$ cat src/hdl/itsp_pkg.sv
// Package for the IMAP token stream parser: event, class, error and mode codes,
// byte classification helpers and the result item type. No dependencies.
package itsp_pkg;

    localparam int MAX_DEPTH   = 16;
    localparam int LENGTH_BITS = 32;
    localparam int MAX_RES     = 3;

    localparam logic [2:0] EV_BYTE  = 3'd0;
    localparam logic [2:0] EV_END   = 3'd1;
    localparam logic [2:0] EV_OPEN  = 3'd2;
    localparam logic [2:0] EV_CLOSE = 3'd3;
    localparam logic [2:0] EV_ERR   = 3'd4;
    localparam logic [2:0] EV_EOS   = 3'd5;

    localparam logic [2:0] CL_ATOM    = 3'd0;
    localparam logic [2:0] CL_NUMBER  = 3'd1;
    localparam logic [2:0] CL_NIL     = 3'd2;
    localparam logic [2:0] CL_QUOTED  = 3'd3;
    localparam logic [2:0] CL_LITERAL = 3'd4;

    localparam logic [2:0] ER_ESCAPE  = 3'd0;
    localparam logic [2:0] ER_QUOTE   = 3'd1;
    localparam logic [2:0] ER_UNCLOSE = 3'd2;
    localparam logic [2:0] ER_EXPECT  = 3'd3;
    localparam logic [2:0] ER_BRACE   = 3'd4;
    localparam logic [2:0] ER_LENGTH  = 3'd5;
    localparam logic [2:0] ER_SHORT   = 3'd6;
    localparam logic [2:0] ER_DEEP    = 3'd7;

    localparam logic [3:0] M_EXPECT = 4'd0;
    localparam logic [3:0] M_ATOM   = 4'd1;
    localparam logic [3:0] M_QUOTED = 4'd2;
    localparam logic [3:0] M_ESCAPE = 4'd3;
    localparam logic [3:0] M_LDIG   = 4'd4;
    localparam logic [3:0] M_LBRACE = 4'd5;
    localparam logic [3:0] M_LCR    = 4'd6;
    localparam logic [3:0] M_LDATA  = 4'd7;
    localparam logic [3:0] M_DROP   = 4'd8;

    typedef struct packed {
        logic [2:0]  event_res;
        logic [2:0]  token_class;
        logic [7:0]  out_byte;
        logic [63:0] number_value;
        logic [2:0]  error_code;
        logic [4:0]  nest_level;
    } res_t;

    typedef struct packed {
        logic [1:0]           cnt;
        res_t [MAX_RES-1:0]   res;
    } res_group_t;

    function automatic logic is_atom_char(input logic [7:0] b);
        logic ok;
        ok = (b > 8'h20) && (b < 8'h80);
        if (b == "(" || b == ")" || b == "{" || b == "\"" || b == "%" ||
            b == "*" || b == "\\") ok = 1'b0;
        return ok;
    endfunction

    function automatic logic is_digit(input logic [7:0] b);
        return (b >= "0") && (b <= "9");
    endfunction

    function automatic res_t mk(input logic [2:0] ev, input logic [2:0] cls,
                                input logic [7:0] b, input logic [63:0] v,
                                input logic [2:0] err, input logic [4:0] lvl);
        res_t r;
        r.event_res    = ev;
        r.token_class  = cls;
        r.out_byte     = b;
        r.number_value = v;
        r.error_code   = err;
        r.nest_level   = lvl;
        return r;
    endfunction

endpackage

$ cat src/hdl/itsp_core.sv
// Tokenizer state and next-state logic: one byte in, up to three events out.
// Depends on itsp_pkg.
module itsp_core (
    input  logic                 aclk,
    input  logic                 aresetn,
    input  logic                 step,
    input  logic                 kind,
    input  logic [7:0]           in_byte,
    output itsp_pkg::res_group_t grp
);
    import itsp_pkg::*;

    localparam logic [63:0] POS_LIM = 64'h7FFF_FFFF_FFFF_FFFF;
    localparam logic [63:0] NEG_LIM = 64'h8000_0000_0000_0000;
    localparam logic [LENGTH_BITS-1:0] LEN_LIM = '1;

    logic [3:0]             mode_reg, mode_next;
    logic [4:0]             depth_reg, depth_next;
    logic [63:0]            acc_reg, acc_next;
    logic [3:0]             nf_reg, nf_next;   // neg, digit, ovf, bad
    logic [2:0]             nil_reg, nil_next;
    logic [LENGTH_BITS-1:0] lc_reg, lc_next;
    logic [1:0]             lf_reg, lf_next;

    // atom feed results for current byte
    logic [2:0]  feed_nil;
    logic [3:0]  feed_nf;
    logic [63:0] feed_acc;
    logic [63:0] lim, d64, acc10;
    logic [LENGTH_BITS-1:0] dl, lc10;
    // start-value results from a (possibly) updated depth/mode
    logic [7:0]  b;

    always_comb begin
        logic first;
        first = (nil_reg == 3'd0);
        b = in_byte;
        feed_nil = 3'd7;
        if (nil_reg == 3'd0 && b == "N") feed_nil = 3'd1;
        else if (nil_reg == 3'd0 && b == "n") feed_nil = 3'd4;
        else if (nil_reg == 3'd1 && b == "I") feed_nil = 3'd2;
        else if (nil_reg == 3'd2 && b == "L") feed_nil = 3'd3;
        else if (nil_reg == 3'd4 && b == "i") feed_nil = 3'd5;
        else if (nil_reg == 3'd5 && b == "l") feed_nil = 3'd6;
        d64   = {60'd0, 4'(b - "0")};
        lim   = nf_reg[0] ? NEG_LIM : POS_LIM;
        acc10 = (acc_reg << 3) + (acc_reg << 1);
        feed_nf  = nf_reg;
        feed_acc = acc_reg;
        if (first && b == "-") begin
            feed_nf[0] = 1'b1;
        end else if (is_digit(b)) begin
            feed_nf[1] = 1'b1;
            if (!nf_reg[2]) begin
                // acc*10+d > lim  <=>  acc > (lim-d)/10
                if (acc_reg > 64'h0CCC_CCCC_CCCC_CCCC ||
                    ({1'b0, acc10} + {1'b0, d64}) > {1'b0, lim})
                    feed_nf[2] = 1'b1;
                else
                    feed_acc = acc10 + d64;
            end
        end else begin
            feed_nf[3] = 1'b1;
        end
        dl   = LENGTH_BITS'(b - "0");
        lc10 = (lc_reg << 3) + (lc_reg << 1);
    end

    // fresh atom feed from reset accumulators (value start)
    logic [2:0]  f0_nil;
    logic [3:0]  f0_nf;
    logic [63:0] f0_acc;
    always_comb begin
        f0_nil = 3'd7;
        if (b == "N") f0_nil = 3'd1;
        else if (b == "n") f0_nil = 3'd4;
        f0_nf  = 4'd0;
        f0_acc = 64'd0;
        if (b == "-") f0_nf[0] = 1'b1;
        else if (is_digit(b)) begin
            f0_nf[1] = 1'b1;
            f0_acc   = d64;
        end else f0_nf[3] = 1'b1;
    end

    always_comb begin
        res_t      r [MAX_RES];
        logic [1:0] n;
        logic       do_start;
        logic       lit_ok;
        logic       ovf;
        for (int i = 0; i < MAX_RES; i++) r[i] = '0;
        n          = 2'd0;
        do_start   = 1'b0;
        mode_next  = mode_reg;
        depth_next = depth_reg;
        acc_next   = acc_reg;
        nf_next    = nf_reg;
        nil_next   = nil_reg;
        lc_next    = lc_reg;
        lf_next    = lf_reg;
        lit_ok     = 1'b0;
        ovf        = 1'b0;

        if (kind) begin
            case (mode_reg)
                M_ATOM: begin
                    if (nil_reg == 3'd3 || nil_reg == 3'd6)
                        r[0] = mk(EV_END, CL_NIL, 8'd0, 64'd0, 3'd0, depth_reg);
                    else if (nf_reg[1] && !nf_reg[2] && !nf_reg[3])
                        r[0] = mk(EV_END, CL_NUMBER, 8'd0,
                                  nf_reg[0] ? (64'd0 - acc_reg) : acc_reg,
                                  3'd0, depth_reg);
                    else
                        r[0] = mk(EV_END, CL_ATOM, 8'd0, 64'd0, 3'd0, depth_reg);
                    n = 2'd1;
                    lit_ok = 1'b1;
                end
                M_LBRACE, M_LCR: begin
                    if (lc_reg != '0) begin
                        r[0] = mk(EV_ERR, 3'd0, 8'd0, 64'd0, ER_SHORT, depth_reg);
                        n = 2'd1;
                    end else begin
                        r[0] = mk(EV_END, CL_LITERAL, 8'd0, 64'd0, 3'd0, depth_reg);
                        n = 2'd1;
                        lit_ok = 1'b1;
                    end
                end
                M_LDATA: begin
                    r[0] = mk(EV_ERR, 3'd0, 8'd0, 64'd0, ER_SHORT, depth_reg);
                    n = 2'd1;
                end
                M_QUOTED: begin
                    r[0] = mk(EV_ERR, 3'd0, 8'd0, 64'd0, ER_QUOTE, depth_reg);
                    n = 2'd1;
                end
                M_ESCAPE: begin
                    r[0] = mk(EV_ERR, 3'd0, 8'd0, 64'd0, ER_ESCAPE, depth_reg);
                    n = 2'd1;
                end
                M_LDIG: begin
                    r[0] = mk(EV_ERR, 3'd0, 8'd0, 64'd0, ER_BRACE, depth_reg);
                    n = 2'd1;
                end
                M_EXPECT: lit_ok = 1'b1;
                default: begin
                    r[0] = mk(EV_EOS, 3'd0, 8'd0, 64'd0, 3'd0, depth_reg);
                    n = 2'd1;
                end
            endcase
            if (lit_ok) begin
                if (depth_reg != 5'd0)
                    r[n] = mk(EV_ERR, 3'd0, 8'd0, 64'd0, ER_UNCLOSE, depth_reg);
                else
                    r[n] = mk(EV_EOS, 3'd0, 8'd0, 64'd0, 3'd0, depth_reg);
                n = n + 2'd1;
            end
            mode_next  = M_EXPECT;
            depth_next = 5'd0;
            acc_next   = 64'd0;
            nf_next    = 4'd0;
            nil_next   = 3'd0;
            lc_next    = '0;
            lf_next    = 2'd0;
        end else begin
            case (mode_reg)
                M_EXPECT: do_start = 1'b1;
                M_ATOM: begin
                    if (is_atom_char(b)) begin
                        nil_next = feed_nil;
                        nf_next  = feed_nf;
                        acc_next = feed_acc;
                        r[0] = mk(EV_BYTE, 3'd0, b, 64'd0, 3'd0, depth_reg);
                        n = 2'd1;
                    end else begin
                        if (nil_reg == 3'd3 || nil_reg == 3'd6)
                            r[0] = mk(EV_END, CL_NIL, 8'd0, 64'd0, 3'd0, depth_reg);
                        else if (nf_reg[1] && !nf_reg[2] && !nf_reg[3])
                            r[0] = mk(EV_END, CL_NUMBER, 8'd0,
                                      nf_reg[0] ? (64'd0 - acc_reg) : acc_reg,
                                      3'd0, depth_reg);
                        else
                            r[0] = mk(EV_END, CL_ATOM, 8'd0, 64'd0, 3'd0, depth_reg);
                        n = 2'd1;
                        mode_next = M_EXPECT;
                        do_start  = 1'b1;
                    end
                end
                M_QUOTED: begin
                    if (b == "\\") mode_next = M_ESCAPE;
                    else if (b == "\"") begin
                        r[0] = mk(EV_END, CL_QUOTED, 8'd0, 64'd0, 3'd0, depth_reg);
                        n = 2'd1;
                        mode_next = M_EXPECT;
                    end else begin
                        r[0] = mk(EV_BYTE, 3'd0, b, 64'd0, 3'd0, depth_reg);
                        n = 2'd1;
                    end
                end
                M_ESCAPE: begin
                    mode_next = M_QUOTED;
                    r[0] = mk(EV_BYTE, 3'd0, b, 64'd0, 3'd0, depth_reg);
                    n = 2'd1;
                end
                M_LDIG: begin
                    if (is_digit(b)) begin
                        lf_next[0] = 1'b1;
                        if (!lf_reg[1]) begin
                            ovf = ({4'd0, lc_reg} > {4'd0, LEN_LIM / 10}) ||
                                  (({4'd0, lc10} + {4'd0, dl}) > {4'd0, LEN_LIM});
                            if (ovf) lf_next[1] = 1'b1;
                            else     lc_next = lc10 + dl;
                        end
                    end else if (b == "}") begin
                        if (lf_reg != 2'd1) begin
                            r[0] = mk(EV_ERR, 3'd0, 8'd0, 64'd0, ER_LENGTH, depth_reg);
                            n = 2'd1;
                            mode_next = M_DROP;
                        end else mode_next = M_LBRACE;
                    end else begin
                        r[0] = mk(EV_ERR, 3'd0, 8'd0, 64'd0, ER_BRACE, depth_reg);
                        n = 2'd1;
                        mode_next = M_DROP;
                    end
                end
                M_LBRACE, M_LCR, M_LDATA: begin
                    if (mode_reg == M_LBRACE && b == 8'h0D) begin
                        mode_next = M_LCR;
                    end else if (mode_reg != M_LDATA && b == 8'h0A) begin
                        if (lc_reg == '0) begin
                            r[0] = mk(EV_END, CL_LITERAL, 8'd0, 64'd0, 3'd0, depth_reg);
                            n = 2'd1;
                            mode_next = M_EXPECT;
                        end else mode_next = M_LDATA;
                    end else if (lc_reg == '0) begin
                        r[0] = mk(EV_END, CL_LITERAL, 8'd0, 64'd0, 3'd0, depth_reg);
                        n = 2'd1;
                        mode_next = M_EXPECT;
                        do_start  = 1'b1;
                    end else begin
                        r[0] = mk(EV_BYTE, 3'd0, b, 64'd0, 3'd0, depth_reg);
                        n = 2'd1;
                        lc_next = lc_reg - 1'b1;
                        mode_next = M_LDATA;
                        if (lc_reg == LENGTH_BITS'(1)) begin
                            r[1] = mk(EV_END, CL_LITERAL, 8'd0, 64'd0, 3'd0, depth_reg);
                            n = 2'd2;
                            mode_next = M_EXPECT;
                        end
                    end
                end
                default: ;
            endcase

            if (do_start) begin
                if (b == " " || b == 8'h09) begin
                    // whitespace skipped
                end else if (b == "*" || b == "+") begin
                    r[n] = mk(EV_BYTE, 3'd0, b, 64'd0, 3'd0, depth_reg);
                    r[n+2'd1] = mk(EV_END, CL_ATOM, 8'd0, 64'd0, 3'd0, depth_reg);
                    n = n + 2'd2;
                end else if (b == "\"") begin
                    mode_next = M_QUOTED;
                end else if (b == "(") begin
                    if (depth_reg >= 5'(MAX_DEPTH)) begin
                        r[n] = mk(EV_ERR, 3'd0, 8'd0, 64'd0, ER_DEEP, depth_reg);
                        n = n + 2'd1;
                        mode_next = M_DROP;
                    end else begin
                        depth_next = depth_reg + 5'd1;
                        r[n] = mk(EV_OPEN, 3'd0, 8'd0, 64'd0, 3'd0, depth_next);
                        n = n + 2'd1;
                    end
                end else if (b == ")" && depth_reg != 5'd0) begin
                    r[n] = mk(EV_CLOSE, 3'd0, 8'd0, 64'd0, 3'd0, depth_reg);
                    n = n + 2'd1;
                    depth_next = depth_reg - 5'd1;
                end else if (b == "{") begin
                    mode_next = M_LDIG;
                    lc_next   = '0;
                    lf_next   = 2'd0;
                end else if (is_atom_char(b)) begin
                    mode_next = M_ATOM;
                    acc_next  = f0_acc;
                    nf_next   = f0_nf;
                    nil_next  = f0_nil;
                    r[n] = mk(EV_BYTE, 3'd0, b, 64'd0, 3'd0, depth_reg);
                    n = n + 2'd1;
                end else begin
                    r[n] = mk(EV_ERR, 3'd0, 8'd0, 64'd0, ER_EXPECT, depth_reg);
                    n = n + 2'd1;
                    mode_next = M_DROP;
                end
            end
        end
        grp.cnt = n;
        for (int i = 0; i < MAX_RES; i++) grp.res[i] = r[i];
    end

    always_ff @(posedge aclk) begin
        if (!aresetn) begin
            mode_reg  <= M_EXPECT;
            depth_reg <= 5'd0;
            acc_reg   <= 64'd0;
            nf_reg    <= 4'd0;
            nil_reg   <= 3'd0;
            lc_reg    <= '0;
            lf_reg    <= 2'd0;
        end else if (step) begin
            mode_reg  <= mode_next;
            depth_reg <= depth_next;
            acc_reg   <= acc_next;
            nf_reg    <= nf_next;
            nil_reg   <= nil_next;
            lc_reg    <= lc_next;
            lf_reg    <= lf_next;
        end
    end

endmodule

$ cat src/hdl/itsp_out.sv
// Result register: holds one group of up to three events and hands them out
// one per cycle while m_ready is high. Depends on itsp_pkg.
module itsp_out (
    input  logic                 aclk,
    input  logic                 aresetn,
    input  logic                 load,
    input  itsp_pkg::res_group_t grp,
    output logic                 busy,
    output logic                 can_load,
    output logic                 m_valid,
    input  logic                 m_ready,
    output itsp_pkg::res_t       res,
    output logic                 m_last
);
    import itsp_pkg::*;

    res_t [MAX_RES-1:0] buf_reg;
    logic [1:0]         cnt_reg;
    logic [1:0]         idx_reg;
    logic               pop, final_pop;

    assign m_valid   = (cnt_reg != 2'd0);
    assign res       = buf_reg[idx_reg];
    assign m_last    = (idx_reg + 2'd1 == cnt_reg);
    assign pop       = m_valid && m_ready;
    assign final_pop = pop && m_last;
    assign busy      = m_valid;
    assign can_load  = !m_valid || final_pop;

    always_ff @(posedge aclk) begin
        if (!aresetn) begin
            cnt_reg <= 2'd0;
            idx_reg <= 2'd0;
        end else if (load) begin
            cnt_reg <= grp.cnt;
            idx_reg <= 2'd0;
        end else if (final_pop) begin
            cnt_reg <= 2'd0;
            idx_reg <= 2'd0;
        end else if (pop) begin
            idx_reg <= idx_reg + 2'd1;
        end
    end

    always_ff @(posedge aclk) begin
        if (load) buf_reg <= grp.res;
    end

endmodule

$ cat src/hdl/imap_token_stream_parser.sv
// Top level of the IMAP token stream parser.
// Instantiates itsp_core and itsp_out; depends on itsp_pkg.
//
// Usage:
//  Input channel s_*: one request per response byte (s_kind = 0) or an end of
//  input marker (s_kind = 1). Output channel m_*: token events, up to three per
//  request; m_last marks the final event caused by one input request.
//  An input byte is parsed in the cycle it is accepted; its events are held
//  in a result register and appear on m_* from the next cycle.
//  One input is taken per cycle while each yields at most one event and the
//  receiver keeps m_ready high; an input that yields more events holds the
//  result register until its last is taken, as the register hands out one
//  event a cycle. Inputs that yield no event pass through at one per cycle.
//  s_ready is high whenever the result register is empty or its last event
//  is being taken; a receiver stall holds the events and backs up s_ready.
//  Reset (aresetn low, synchronous) clears the parser to expect a value at
//  list depth zero and discards any pending events.
//  After an error all bytes are dropped until the end of input marker.
module imap_token_stream_parser (
    input  logic        aclk,
    input  logic        aresetn,
    input  logic        s_valid,
    output logic        s_ready,
    input  logic        s_kind,
    input  logic [7:0]  s_in_byte,
    output logic        m_valid,
    input  logic        m_ready,
    output logic [2:0]  m_event_res,
    output logic [2:0]  m_token_class,
    output logic [7:0]  m_out_byte,
    output logic signed [63:0] m_number_value,
    output logic [2:0]  m_error_code,
    output logic [4:0]  m_nest_level,
    output logic        m_last
);
    import itsp_pkg::*;

    res_group_t grp;
    res_t       res;
    logic       step, busy, can_load;

    assign s_ready = can_load;
    assign step    = s_valid && s_ready;

    itsp_core u_core (
        .aclk    (aclk),
        .aresetn (aresetn),
        .step    (step),
        .kind    (s_kind),
        .in_byte (s_in_byte),
        .grp     (grp)
    );

    itsp_out u_out (
        .aclk     (aclk),
        .aresetn  (aresetn),
        .load     (step),
        .grp      (grp),
        .busy     (busy),
        .can_load (can_load),
        .m_valid  (m_valid),
        .m_ready  (m_ready),
        .res      (res),
        .m_last   (m_last)
    );

    assign m_event_res    = res.event_res;
    assign m_token_class  = res.token_class;
    assign m_out_byte     = res.out_byte;
    assign m_number_value = res.number_value;
    assign m_error_code   = res.error_code;
    assign m_nest_level   = res.nest_level;

    a_nest_range: assert property (@(posedge aclk) disable iff (!aresetn)
        m_valid |-> m_nest_level <= 5'(MAX_DEPTH))
        else $error("nest level above limit");

    a_eos_last: assert property (@(posedge aclk) disable iff (!aresetn)
        (m_valid && m_event_res == EV_EOS) |-> m_last)
        else $error("end of stream not last");

    a_err_last: assert property (@(posedge aclk) disable iff (!aresetn)
        (m_valid && m_event_res == EV_ERR) |-> m_last)
        else $error("error not last");

    a_no_accept_busy: assert property (@(posedge aclk) disable iff (!aresetn)
        (busy && !(m_ready && m_last)) |-> !s_ready)
        else $error("input taken while results pending");

endmodule
$ cat config.mk
export PLATFORM = sky130hd
export DESIGN_NAME = imap_token_stream_parser
export DESIGN_NICKNAME = d
export VERILOG_FILES = /design/src/hdl/itsp_pkg.sv /design/src/hdl/itsp_core.sv /design/src/hdl/itsp_out.sv /design/src/hdl/imap_token_stream_parser.sv
export SDC_FILE = /design/constraint.sdc
export NUM_CORES = 1
export LEC_CHECK = 0
export ABC_AREA = 1
export BUFFER_PORTS_ARGS = -buffer_cell sky130_fd_sc_hd__buf_2
export CORE_UTILIZATION = 32
export CTS_CLUSTER_DIAMETER = 150
export DETAILED_ROUTE_END_ITERATION = 8
export PLACE_DENSITY_LB_ADDON = 0.05
export SKIP_CTS_REPAIR_TIMING = 1
export SYNTH_ARGS = -nofsm -noshare
export SYNTH_HDL_FRONTEND = slang
export SYNTH_SLANG_ARGS = --single-unit
$ cat constraint.sdc
create_clock -name aclk -period 14.3 [get_ports aclk]
set_input_delay 0.715 -clock aclk [delete_from_list [all_inputs] [get_ports aclk]]
set_output_delay 0.715 -clock aclk [all_outputs]
set_load 0.03 [all_outputs]
==> run summary, run 1 <==
SYNTHESIS
--------------------------------------------------------------------------------------------------------
Post-synth top area share .................................................................       0.1741
Distinct cells, synth .....................................................................           67
Number of synthesized flops with an enable pin ............................................          123
Share of flip-flops with an asynchronous set or reset .....................................            0
Count of mapped cells out of synthesis ....................................................        4,749
Cells taking the most area after synthesis ................................................ nand2_1, edfxtp_1, ha_1
Area leader, netlist ......................................................................      nand2_1
Mapped Area ...............................................................................   28,350 µm²
Portion of the post-synthesis area used by sequential elements ............................       0.2136
Most common flop cell mapped by yosys .....................................................     edfxtp_1
Flops & latches, synth ....................................................................          241
Average size of a mapped cell .............................................................    5.970 µm²
Yosys warnings ............................................................................            0

PLACED DESIGN
--------------------------------------------------------------------------------------------------------
Buffers added on ports ....................................................................          101
GPL Wtd Cong ..............................................................................       0.9355
Post-Place Cells ..........................................................................        5,897
HPWL after DPL ............................................................................    90,990 µm

GLOBAL ROUTING
--------------------------------------------------------------------------------------------------------
Number of antenna violations at the first check in global routing .........................            0
Total track usage .........................................................................       0.2484
Total congestion overflow after global routing ............................................            0
Largest net degree at the start of global routing .........................................           88
Number of global-route vias before repair .................................................       28,778
Global-route wire length before repair ....................................................   173,800 µm

TIMING
--------------------------------------------------------------------------------------------------------
Least-Margin Pin Slew .....................................................................      1013 ps
Share of the clock period used by the worst path ..........................................       0.5381
Final setup vio count .....................................................................            0
Worst clock skew on the final layout ......................................................     32.93 ps
Remaining max-slew budget at the tightest pin .............................................       0.3242
Final critical path time including I/O delays and setup ...................................      7695 ps
Unrepaired setup endpoints after global routing ...........................................           no
Count of endpoints failing hold in the final timing report ................................            0
Final count of pins violating max slew ....................................................            0
Sum Neg Setup Slack .......................................................................         0 ps
Timing-limited maximum frequency ..........................................................    129.9 MHz

CRITICAL PATH
--------------------------------------------------------------------------------------------------------
CP Buf/Inv Count ..........................................................................            6
Setup CP Type .............................................................................   reg -> reg
Slowest cell on crit path .................................................................        buf_4
Highest net fanout along the worst path ...................................................           83
Slowest stage delay, CP ...................................................................       730 ps
Required arrival time at the worst endpoint ...............................................    14,800 ps
Dominant cell type by count on the critical path ..........................................      nand2_1
Setup slack of the worst register-to-register path ........................................      6600 ps
Worst endpoint data arrival time ..........................................................      8190 ps
CP Capture Type ...........................................................................    flip-flop
Kind of cell adding the most delay to the critical path ................................... simple AND/OR/NAND/NOR gates
Startpoint Class ..........................................................................    flip-flop

FLOORPLANNING
--------------------------------------------------------------------------------------------------------
Number of core rows .......................................................................          108
Die height ................................................................................     299.6 µm
Count of pins on the block boundary .......................................................          102
Initial core utilization ..................................................................       0.3248
Die footprint .............................................................................   89,790 µm²
Placeable core region .....................................................................   87,290 µm²
Width of the die ..........................................................................     299.6 µm

POWER
--------------------------------------------------------------------------------------------------------
Fraction of power consumed by sequential logic ............................................        0.378
Maximum vdd ir drop ....................................................................... 0.00008276 V
Reported net switching power ..............................................................     760.4 µW
Internal ..................................................................................     1.363 mW
Pwr Density ............................................................................... 68.50 nW/µm²
Clock share of power ......................................................................        0.378
Switching share of power ..................................................................       0.3581
Combinational fraction of design power ....................................................        0.245
Lkg Pwr ...................................................................................     14.81 nW

LAYOUT
--------------------------------------------------------------------------------------------------------
Area growth from synthesis to final layout ................................................       9.335%
Final std cells w/o fill ..................................................................        5,953
Flip-flop count of the largest register, all copies and words added .......................          123
Fraction of layout instances using a drive strength above 1 ...............................      0.05815
Antenna Cells .............................................................................            0
Number of nets in the final layout ........................................................        4,992
Most frequent cells in the layout ......................................................... nand2_1, inv_1, nor2_1
Filler cells ..............................................................................        9,920
Most common cell after layout, fill and taps aside ........................................      nand2_1

CLOCK TREE
--------------------------------------------------------------------------------------------------------
H-tree depth reported by CTS ..............................................................            1
Clk root buf ..............................................................................    clkbuf_16
Clock network latency to the later pin of the worst-skew pair .............................       600 ps
Maximum count of clock buffers along a single path ........................................            3
Cts bufs inserted .........................................................................           30
Post-CTS clock slew at the launch and capture registers of the worst setup and hold paths .        70 ps
Clock tree sinks ..........................................................................          241
CTS tree ..................................................................................        built

DETAILED ROUTING
--------------------------------------------------------------------------------------------------------
Via density per instance ..................................................................        5.181
Number of design-rule violations left by the first detailed-router iteration ..............        2,642
Routed wl met2 ............................................................................    45,770 µm
Avg WL per Cell ...........................................................................     19.13 µm
Routed metal-1 wirelength .................................................................    60,660 µm
Number of vias after detailed routing .....................................................       30,844
DRC errors left ...........................................................................            0
1st-pass router iterations ................................................................            6
Highest routing layer actually used .......................................................         met4
Number of antenna-violating nets in the routed design .....................................            0
Detailed-routed wire length on met3 .......................................................      5852 µm
WL final ..................................................................................   113,900 µm

MIN PATH
--------------------------------------------------------------------------------------------------------
Hold/Removal Path Class ...................................................................    in -> reg

JOB
--------------------------------------------------------------------------------------------------------
Number of max-capacitance violations reported .............................................            0

STATUS
--------------------------------------------------------------------------------------------------------
Status .................................................................................... finished clean

-- cell usage after synthesis, types with 28 or more instances --
library cell and n:
o211ai_1 29, ha_1 201, nand4_1 90, edfxtp_1 123, xor2_1 112, nor2_1 547
nand3_1 240, o31ai_1 28, clkbuf_1 109, nand2_1 1315, nor3_1 102, a21oi_1 359
o21ai_0 335, inv_1 661, dfxtp_1 118
-- worst paths after layout --
kind,from,end,depth (start not counted)
setup / recovery,u_core.acc_reg[2],u_core.acc_reg[44],46
hold / removal,m_ready,u_out.idx_reg[0],4
setup reg to reg,u_core.acc_reg[2],u_core.acc_reg[44],46
hold reg to reg,u_core.lf_reg[0],u_core.lf_reg[0],2
-- per-layer routing --
metal | global-route usage | vias up
li1 | - | 15709
met1 | 0.3919 | 14228
met2 | 0.3640 | 825
met3 | 0.02109 | 82
met4 | 0.04155 | 0
met5 | 0 | -
-- logic make-up (layout without fill, tap and decap cells) --
logic type               after synthesis  in the layout  share of synthesized area
buffers and inverters                825            873                     0.1115
AND/OR/NAND/NOR                     2409           2409                     0.3567
XOR/XNOR                             139            139                    0.04321
flip-flops                           241            241                     0.2136
other                                  1              2                  0.0001323
AO/OA/AOI/OAI                        929            929                     0.1833
adder cells (fa/ha/maj)              205            205                    0.09154
-- worst reg2reg max path, delay by kind of cell (launching register included) --
family	cells	cell delay, ps
XOR/XNOR	1	140
AND/OR/NAND/NOR	33	3850
AO/OA/AOI/OAI	3	520
adder cells (fa/ha/maj)	3	1200
buffers and inverters	6	1300
flip-flops	1	590
-- metrics by stage --
stage | util | instance area, µm² | setup slack (ps) | power, mW | hold WS (ps)
floorplan | - | 28350 | 8685 | 1.169 | 452.2
global placement | 0.3432 | 29960 | 6709 | 1.339 | 465.1
detailed placement | 0.3432 | 29960 | 6707 | 1.338 | 478.3
CTS | 0.3551 | 31000 | 6672 | 2.146 | 383.8
global route | 0.3551 | 31000 | 5834 | 2.227 | 424.8
finish | 0.3551 | 31000 | 6605 | 2.123 | 409.2
-- power by group through the flow --
stage                     clock network [mW]  registers, mW  logic, mW
after detailed placement                   0          0.817      0.521
after floorplan                            0          0.811      0.358
after global placement                     0          0.817      0.522
after global routing                   0.846          0.807      0.574
after CTS                              0.822          0.802      0.523
final                                  0.802          0.802      0.520
-- cell type report --
type / instances / area (µm²) / share of cell area
Multi-Input combinational cell: 3684 / 19150 / 0.6179
Sequential cell: 241 / 6061 / 0.1955
Inverter: 687 / 2581 / 0.08328
Tap cell: 1155 / 1445 / 0.04662
Clock buffer: 32 / 778.2 / 0.02511
Timing Repair Buffer: 130 / 723.2 / 0.02333
Clock inverter: 24 / 256.5 / 0.008275
Note: power is estimated with default switching activity, not from simulation.
==> run 2, diff against run 1 <==
--- a/config.mk
+++ b/config.mk
@@ -5,7 +5,7 @@
 export SDC_FILE = /design/constraint.sdc
 export NUM_CORES = 1
 export LEC_CHECK = 0
-export ABC_AREA = 1
+export ABC_AREA = 0
 export BUFFER_PORTS_ARGS = -buffer_cell sky130_fd_sc_hd__buf_2
 export CORE_UTILIZATION = 32
 export CTS_CLUSTER_DIAMETER = 150
==> constraint.sdc (replaced) <==
create_clock -name aclk -period 7 [get_ports aclk]
set_input_delay 0.35 -clock aclk [delete_from_list [all_inputs] [get_ports aclk]]
set_output_delay 0.35 -clock aclk [all_outputs]
set_load 0.03 [all_outputs]
==> run 2 against run 1 <==
  * Final cell count is 31% lower
  * Non-clock buffer count is 160 higher
  * Register-to-register slack lost 6400 ps
  * Highest routed layer unchanged
  * Largest power group is now the clock network
==> run summary, run 2 <==
DETAILED ROUTING
--------------------------------------------------------------------------------------------------------
Avg WL per Cell ...........................................................................     20.34 µm
Via density per instance ..................................................................        5.620
WL final ..................................................................................    83,720 µm
1st-pass router iterations ................................................................            5
DRC errors left ...........................................................................            0
Number of antenna-violating nets in the routed design .....................................            0
Number of vias after detailed routing .....................................................       23,133
Number of design-rule violations left by the first detailed-router iteration ..............        1,575

SYNTHESIS
--------------------------------------------------------------------------------------------------------
Cells taking the most area after synthesis ................................................ edfxtp_1, ha_1, dfxtp_1
Dominant combinational cell family by area after synthesis ................................ compound AO/OA/AOI/OAI gates
Mapped Area ...............................................................................   23,400 µm²
Count of mapped cells out of synthesis ....................................................        2,952
Average size of a mapped cell .............................................................    7.928 µm²
Xor and xnor area share after synthesis ...................................................      0.08346
Top cells by instance count after synthesis ............................................... nand2_1, nor2_1, o21ai_0
Portion of netlist area occupied by mux cells .............................................      0.01588
Compound-gate portion of the synthesized area .............................................       0.2544
Number of synthesized flops with an enable pin ............................................          123
Area leader, netlist ......................................................................     edfxtp_1
Portion of the post-synthesis area used by sequential elements ............................       0.2588
Library cell with the highest instance count after synthesis ..............................      nand2_1
Synthesized-area fraction occupied by and/or/nand/nor cells ...............................       0.2429
Post-synth top area share .................................................................       0.1578
Most common flop cell mapped by yosys .....................................................     edfxtp_1
Flops & latches, synth ....................................................................          241
Adder-cell area share of the yosys netlist ................................................       0.1109
Share of flip-flops with an asynchronous set or reset .....................................            0
Distinct cells, synth .....................................................................           89
Yosys warnings ............................................................................            0

LAYOUT
--------------------------------------------------------------------------------------------------------
Antenna Cells .............................................................................            0
Most frequent cells in the layout ......................................................... nand2_1, nor2_1, o21ai_0
Most common cell after layout, fill and taps aside ........................................      nand2_1
Flip-flop count of the largest register, all copies and words added .......................          123
Area growth from synthesis to final layout ................................................       17.83%
Filler cells ..............................................................................        7,448
Final std cells w/o fill ..................................................................        4,116
Number of nets in the final layout ........................................................        3,358
Fraction of layout instances using a drive strength above 1 ...............................       0.1469

FLOORPLANNING
--------------------------------------------------------------------------------------------------------
Die height ................................................................................     272.4 µm
Die footprint .............................................................................   74,220 µm²
Number of core rows .......................................................................           98
Initial core utilization ..................................................................       0.3251
Count of pins on the block boundary .......................................................          102
Placeable core region .....................................................................   71,980 µm²
Width of the die ..........................................................................     272.4 µm

TIMING
--------------------------------------------------------------------------------------------------------
Least-Margin Pin Slew .....................................................................      1261 ps
Final setup vio count .....................................................................            0
Remaining max-slew budget at the tightest pin .............................................       0.1515
Sum Neg Setup Slack .......................................................................         0 ps
Worst-case setup margin in the final layout ...............................................     203.0 ps
Worst hold slack ..........................................................................     93.39 ps
Final critical path time including I/O delays and setup ...................................      6797 ps
Worst clock skew on the final layout ......................................................     24.41 ps
Final count of pins violating max slew ....................................................            0
Count of endpoints failing hold in the final timing report ................................            0
Timing-limited maximum frequency ..........................................................    147.1 MHz
Share of the clock period used by the worst path ..........................................       0.9710

POWER
--------------------------------------------------------------------------------------------------------
Fraction of power consumed by sequential logic ............................................        0.381
Lkg Pwr ...................................................................................     12.04 nW
Combinational fraction of design power ....................................................        0.202
Reported net switching power ..............................................................     1.381 mW
Switching share of power ..................................................................       0.3239
Pwr Density ............................................................................... 154.7 nW/µm²
Maximum vdd ir drop .......................................................................  0.0001404 V
Internal ..................................................................................     2.884 mW
Clock share of power ......................................................................        0.417

CRITICAL PATH
--------------------------------------------------------------------------------------------------------
Worst endpoint data arrival time ..........................................................      7310 ps
Setup CP Type .............................................................................   reg -> reg
Critical path destination ................................................................. u_core.acc_reg[43]
Slowest cell on crit path .................................................................        or4_4
FF-to-FF Start ............................................................................ u_core.acc_reg[1]
Startpoint of the worst setup timing path ................................................. u_core.acc_reg[1]
Slowest stage delay, CP ...................................................................       560 ps
Worst R2R Path Depth ......................................................................           30
R2R Path End .............................................................................. u_core.acc_reg[43]
Highest net fanout along the worst path ...................................................           26
Setup slack of the worst register-to-register path ........................................       200 ps
Required arrival time at the worst endpoint ...............................................      7510 ps
CP Capture Type ...........................................................................    flip-flop
Startpoint Class ..........................................................................    flip-flop

GLOBAL ROUTING
--------------------------------------------------------------------------------------------------------
Total congestion overflow after global routing ............................................            0
Largest net degree at the start of global routing .........................................           79
Global-route wire length before repair ....................................................   130,100 µm
Total track usage .........................................................................       0.2197
Number of global-route vias before repair .................................................       22,659
Number of antenna violations at the first check in global routing .........................            1

CLOCK TREE
--------------------------------------------------------------------------------------------------------
Cts bufs inserted .........................................................................           34
Maximum count of clock buffers along a single path ........................................            3
H-tree depth reported by CTS ..............................................................            2
Clock tree sinks ..........................................................................          241
Clk root buf ..............................................................................    clkbuf_16
Clock network latency to the later pin of the worst-skew pair .............................       570 ps
CTS tree ..................................................................................        built
Post-CTS clock slew at the launch and capture registers of the worst setup and hold paths .        60 ps

PLACED DESIGN
--------------------------------------------------------------------------------------------------------
Buffers added on ports ....................................................................          101
Post-Place Cells ..........................................................................        4,041
HPWL after DPL ............................................................................    65,350 µm
Setup slack after placement ...............................................................    -457.2 ps
GPL Wtd Cong ..............................................................................       0.9002

STATUS
--------------------------------------------------------------------------------------------------------
Status .................................................................................... finished clean

MIN PATH
--------------------------------------------------------------------------------------------------------
Hold/Removal Path Class ...................................................................    in -> reg

JOB
--------------------------------------------------------------------------------------------------------
Number of max-capacitance violations reported .............................................            0

-- run 2: area by class of cell --
cell class | count | area (µm²) | area share
Multi-Input combinational cell | 2509 | 16930 | 0.6138
Clock buffer | 42 | 902.1 | 0.03271
Inverter | 64 | 245.2 | 0.008893
Timing Repair Buffer | 290 | 2016 | 0.07310
Clock inverter | 20 | 230.2 | 0.008349
Tap cell | 950 | 1189 | 0.04311
Sequential cell | 241 | 6068 | 0.2201
-- run 2: logic make-up after synthesis --
logic type,Yosys count
AO/OA/AOI/OAI,919
XOR/XNOR,223
adder cells (fa/ha/maj),205
buffers and inverters,203
flip-flops,241
other,1
multiplexers,37
AND/OR/NAND/NOR,1123
-- run 2: worst max-delay path: cells and delay by family, from the launching register on --
kind                     cells  cell delay, ps
AND/OR/NAND/NOR             11            2820
AO/OA/AOI/OAI               10            1550
adder cells (fa/ha/maj)      2             660
flip-flops                   1             390
buffers and inverters        6             970
XOR/XNOR                     1             280
-- run 2: metrics by stage --
step	total power, mW	area (µm²)	util
floorplan	2.221	23410	-
global placement	2.503	25990	0.3610
detailed placement	2.507	25990	0.3610
CTS	4.325	27120	0.3768
global route	4.457	27580	0.3831
finish	4.265	27580	0.3831
-- run 2: layer usage --
metal  track usage  wire (µm)  vias to the layer above
met5             0          0                        -
met4       0.06106       2265                        0
met3       0.02601       3490                      121
met2        0.3759      39570                      577
met1        0.2892      38400                    11030
li1              -          -                    11405
-- run 2: how the worst min path moves through the flow --
stage | slack (ps) | end | startpoint | cells after the start
2_1_floorplan | 440 | u_core.nf_reg[1] | u_core.nf_reg[1] | 2
3_3_place_gp | 470 | u_core.nf_reg[1] | u_core.nf_reg[1] | 2
3_5_place_dp | 480 | u_core.nf_reg[1] | u_core.nf_reg[1] | 2
4_1_cts | 60 | u_out.idx_reg[1] | m_ready | 3
5_1_grt | 120 | u_out.idx_reg[1] | m_ready | 3
6_report | 90 | u_out.idx_reg[1] | m_ready | 3
-- run 2: power by group through the flow --
stage	Sequential [mW]	Clock [mW]	Combinational (mW)
6_report	1.62	1.78	0.861
5_1_grt	1.63	1.89	0.932
4_1_cts	1.62	1.84	0.858
3_5_place_dp	1.65	0	0.854
3_3_place_gp	1.65	0	0.853
2_1_floorplan	1.64	0	0.576
